**src/sv/htbm_pkg.sv**
```systemverilog
// htbm_pkg: shared constants, types and codes for the height to bump map unit
// used by htbm_div and height_to_bump_map_unit; depends on nothing else
package htbm_pkg;

    localparam int MAX_WIDTH = 1024;
    localparam int COL_W     = $clog2(MAX_WIDTH);
    localparam int WID_W     = 11;
    localparam int MASK_W    = 24;
    localparam int HGT_W     = 10;
    localparam int ALPHA_W   = 8;
    localparam int CTR_W     = HGT_W + ALPHA_W;
    localparam int PROD_W    = HGT_W + ALPHA_W;
    localparam int DIVD_W    = 18;
    localparam int DIVS_W    = 10;
    localparam int LANES     = 3;
    localparam int CNT_W     = $clog2(DIVD_W + 1);
    localparam int CFG_IDX_W = 2;

    localparam logic [7:0] BYTE_FULL = 8'hff;
    localparam logic [7:0] BYTE_BIAS = 8'h80;
    localparam logic [7:0] SCALE_ONE = 8'd255;

    // configuration register indexes
    localparam logic [CFG_IDX_W-1:0] REG_CHANNEL_MASK   = 2'd0;
    localparam logic [CFG_IDX_W-1:0] REG_SCALE_BY_ALPHA = 2'd1;
    localparam logic [CFG_IDX_W-1:0] REG_BIAS_OUTPUT    = 2'd2;
    localparam logic [CFG_IDX_W-1:0] REG_IMAGE_WIDTH    = 2'd3;

    // opcodes on the input tuser
    localparam logic OP_PIXEL = 1'b0;
    localparam logic OP_FLUSH = 1'b1;

    typedef logic [DIVD_W-1:0] t_divd;
    typedef t_divd [LANES-1:0] t_lanes;

    typedef enum logic [3:0] {
        S_IDLE,
        S_RD0,
        S_RD1,
        S_RD2,
        S_RD3,
        S_MUL,
        S_SCL,
        S_DSTART,
        S_DIV,
        S_OUT
    } t_state;

    typedef enum logic [1:0] {
        PH_FIRST,
        PH_BODY,
        PH_FLUSH
    } t_phase;

endpackage

```
**src/sv/htbm_div.sv**
```systemverilog
// htbm_div: three-lane restoring divider sharing one divisor, one bit a cycle
// depends on htbm_pkg
module htbm_div (
    input  logic                        i_clk,
    input  logic                        i_rst_n,
    input  logic                        i_start,
    input  htbm_pkg::t_lanes            i_dividend,
    input  logic [htbm_pkg::DIVS_W-1:0] i_divisor,
    output logic                        o_done,
    output htbm_pkg::t_lanes            o_quotient
);
    import htbm_pkg::*;

    logic                r_busy;
    logic                r_done;
    logic [CNT_W-1:0]    r_cnt;
    logic [DIVS_W-1:0]   r_dvs;
    t_lanes              r_quo;
    logic [DIVS_W-1:0]   r_rem [LANES];

    always_ff @(posedge i_clk) begin
        if (!i_rst_n) begin
            r_busy <= 1'b0;
            r_done <= 1'b0;
            r_cnt  <= '0;
        end else begin
            r_done <= 1'b0;
            if (i_start) begin
                r_busy <= 1'b1;
                r_cnt  <= CNT_W'(DIVD_W);
            end else if (r_busy) begin
                r_cnt <= r_cnt - CNT_W'(1);
                if (r_cnt == CNT_W'(1)) begin
                    r_busy <= 1'b0;
                    r_done <= 1'b1;
                end
            end
        end
    end

    always_ff @(posedge i_clk) begin
        logic [DIVS_W:0] trial;
        if (i_start) begin
            r_dvs <= i_divisor;
            r_quo <= i_dividend;
            for (int k = 0; k < LANES; k++) begin
                r_rem[k] <= '0;
            end
        end else if (r_busy) begin
            for (int k = 0; k < LANES; k++) begin
                trial = {r_rem[k], r_quo[k][DIVD_W-1]};
                if (trial >= {1'b0, r_dvs}) begin
                    r_rem[k] <= DIVS_W'(trial - {1'b0, r_dvs});
                    r_quo[k] <= {r_quo[k][DIVD_W-2:0], 1'b1};
                end else begin
                    r_rem[k] <= trial[DIVS_W-1:0];
                    r_quo[k] <= {r_quo[k][DIVD_W-2:0], 1'b0};
                end
            end
        end
    end

    assign o_done     = r_done;
    assign o_quotient = r_quo;

endmodule

```
**config.mk**
```make
export PLATFORM = sky130hd
export DESIGN_NAME = htbm_div
export DESIGN_NICKNAME = d
export VERILOG_FILES = /design/src/sv/htbm_pkg.sv /design/src/sv/htbm_div.sv
export SDC_FILE = /design/constraint.sdc
export NUM_CORES = 1
export LEC_CHECK = 0
export BUFFER_PORTS_ARGS = -buffer_cell sky130_fd_sc_hd__buf_2
export CAP_MARGIN = 20
export CORE_UTILIZATION = 59
export CTS_CLUSTER_SIZE = 25
export DETAILED_ROUTE_END_ITERATION = 8
export PLACE_DENSITY_LB_ADDON = 0.3
export SKIP_CTS_REPAIR_TIMING = 1
export SLEW_MARGIN = 20
export SYNTH_ARGS = -nofsm -noshare
export SYNTH_HDL_FRONTEND = slang
export SYNTH_SLANG_ARGS = --single-unit
```
**constraint.sdc**
```tcl
create_clock -name i_clk -period 6.01 [get_ports i_clk]
set_clock_uncertainty 0.05 [all_clocks]
set_input_delay 0.3005 -clock i_clk [delete_from_list [all_inputs] [get_ports i_clk]]
set_output_delay 0.3005 -clock i_clk [all_outputs]
set_load 0.01 [all_outputs]
```
==> results.ini <==
[yosys]
ys_seq_elements = 101
ys_warn_count = 0
synth_fp_nets = 572
avgSynthCellArea_um2 = 12.14
synth_edf_count = 94
ys_types = 53
synthArstFlopShare_pct = 0
synth.yosys.seq_area_share_pct = 51.92
syn_area_um2 = 5707
ys.flop_type = edfxtp_1
synth_cells = 470

[global_routing]
grt_antenna_before_repair = 0
gr-total-overflow = 0
grt_pass1_wl_um = 18890
grt_max_degree = 85
grt_usage_pct = 24.52
first_global_vias = 4111

[place]
dp_hpwl_um = 8550
dp_cells = 702
post-place-ws_ns = 3.160
port_buffers = 121
place_congestion = 0.8914

[timing]
worst_pin_slew_ns = 0.9857
post-route-period-util_pct = 47.46
timing.final.ws_setup_ns = 3.158
relSlewSlack_pct = 34.28
hold_viol = 0
finalCriticalPeriod_ns = 2.852
clock.fmax_mhz = 350.6
setup_viol = 0
whs_ns = 0.04756
slew_viol_final = 0
final.setup.tns_ns = 0
rsz0062_at_grt = no

[setup_path]
critPathSlowestCell = o32ai_2
cp.arrival_ns = 2.89
crit_family = compound AO/OA/AOI/OAI gates
slowest_delay_ns = 0.53
rr_endpoint = r_rem[2][5]
rr_startpoint = r_dvs[1]
crit_chain = inv_1, ha_1, nor2b_1, nor3_1, o211ai_1, a221o_1, o32ai_2, mux2i_1
reg2reg_depth = 8
reg2reg_slack_ns = 3.16
worst-setup-path-type = flip-flop to flip-flop
cp.required_ns = 6.05
cp-startpoint = r_dvs[1]
worstSetupEndpointType = flip-flop
worstPathMaxFanout = 10
startpoint_type = flip-flop
crit_buf_inv = 1

[pwr]
peakVddDrop_v = 0.0001601
p_leak_nw = 2.741
design_power_total_mw = 1.800
cellPowerDensity_nw_per_um2 = 272.6

[cells_and_area]
antennaDiodeCount = 0
layout_common_cells = 121 x buf_2, 94 x edfxtp_1, 54 x mux2_2
num-nets-final = 687
final_common_cell = buf_2
final_cells = 719
area_growth_pct = 15.72
drive_above_1_share_pct = 34.75

[floorplan]
coreArea_um2 = 9284
initial_core_util_pct = 61.47
rows = 35
pin_count = 122
dieArea_um2 = 10070
die_h_um = 100.4
die_x_um = 100.4

[detailed_routing]
dr.pass1.iters = 5
finalWirelength_um = 11880
drtIter0Drc = 224
ant_nets = 0
wl_per_cell_um = 16.52
drc_errors = 0
via_per_inst = 5.719
vias = 4112

[clocking]
ctsLongestPathBuffers = 2
htree_levels = 3
cts.sinks = 101
clkTransAtPathRegs_ns = 0.11
cts_tree = yes
cts_made_buffers = 9
root_buffer = clkbuf_8
clock_latency_ns = 0.38

[hold_path]
hold_path_end = r_dvs[6]
min_from = i_divisor[6]
whs_path_depth = 1
hold_path.class = input pin to flip-flop

[flow_run]
cap_violations = 0

[status]
status = finished clean

==> layout make-up <==
| cell class | count | area, µm² |
|---|---|---|
| clock buffer | 9 | 123.9 |
| clock inverter | 7 | 78.83 |
| fill | 680 | 2680 |
| inverter | 26 | 97.59 |
| multi-input combinational | 323 | 2539 |
| sequential | 101 | 2963 |
| tap | 129 | 161.4 |
| timing repair buffer | 124 | 640.6 |
==> synth_stat cells, types with 3 or more instances <==
library cell / instances / area, µm²
nor2_1: 37 / 138.9
a21o_1: 3 / 22.52
a211oi_1: 6 / 45.04
edfxtp_1: 94 / 2823
fa_1: 3 / 60.06
a211oi_2: 3 / 37.54
ha_1: 32 / 400.4
o211ai_1: 4 / 30.03
buf_6: 4 / 45.04
nor3_1: 7 / 35.03
nand3_1: 7 / 35.03
mux2_2: 54 / 608.1
a21oi_1: 18 / 90.09
dfxtp_1: 7 / 140.1
nand2_1: 35 / 131.4
xor2_1: 7 / 61.31
nand2b_1: 9 / 56.30
inv_1: 26 / 97.59
xnor2_1: 11 / 96.34
o21a_1: 6 / 45.04
mux2i_1: 17 / 170.2
nor2b_1: 5 / 31.28
o21ai_0: 17 / 85.08
o22ai_1: 7 / 43.79
nand4_1: 3 / 18.77
buf_2: 4 / 20.02
clkbuf_1: 12 / 45.04
==> sequential cells by signal (all words and copies together), names as in the netlist <==
register	cells
o_quotient	54
r_rem	30
r_dvs	10
r_cnt	5
o_done	1
r_busy	1
==> worst reg2reg max path: cells and delay by family, from the launching register on <==
family	cells	cell delay (ns)
flip-flops	1	0.50
AO/OA/AOI/OAI	3	1.02
adder cells (fa/ha/maj)	1	0.33
multiplexers	1	0.17
AND/OR/NAND/NOR	2	0.36
buffers and inverters	1	0.14
==> cell families after synthesis <==
logic type	share of synthesized area (%)
AOI/OAI and AO/OA	10.85
xor gates and xnor gates	2.763
adders and majority gates	8.068
muxes	13.64
DFF	51.92
and+or+nand+nor	9.121
buffers and inverters	3.639
==> stage by stage <==
step / area, µm² / utilization (%)
finish: 6604 / 71.13
CTS: 6584 / 70.92
global placement: 6381 / 68.73
detailed placement: 6381 / 68.73
floorplan: 5707 / -
global route: 6604 / 71.13
==> how the worst max path moves through the flow <==
| stage | cells after the start | endpoint |
|---|---|---|
| floorplan | 3 | o_quotient[0] |
| global placement | 8 | r_rem[2][7] |
| detailed placement | 8 | o_quotient[36] |
| CTS | 8 | r_rem[2][5] |
| global route | 8 | r_rem[2][0] |
| finish | 8 | r_rem[2][5] |
==> metal layers <==
| metal | global-route usage [%] | vias to the layer above | wire length [µm] |
|---|---|---|---|
| li1 | - | 1984 | - |
| met1 | 30.40 | 1945 | 4974 |
| met2 | 40.36 | 157 | 5793 |
| met3 | 7.312 | 26 | 863 |
| met4 | 9.810 | 0 | 245 |
| met5 | 0 | - | 0 |
==> power by group <==
part | internal (mW) | total (mW) | leakage, nW | switching, mW
Clock | 0.164 | 0.428 | 0.0950 | 0.264
Sequential | 0.855 | 0.896 | 1.02 | 0.0411
Combinational | 0.214 | 0.476 | 1.62 | 0.263
(Power assumes the default switching activity.)
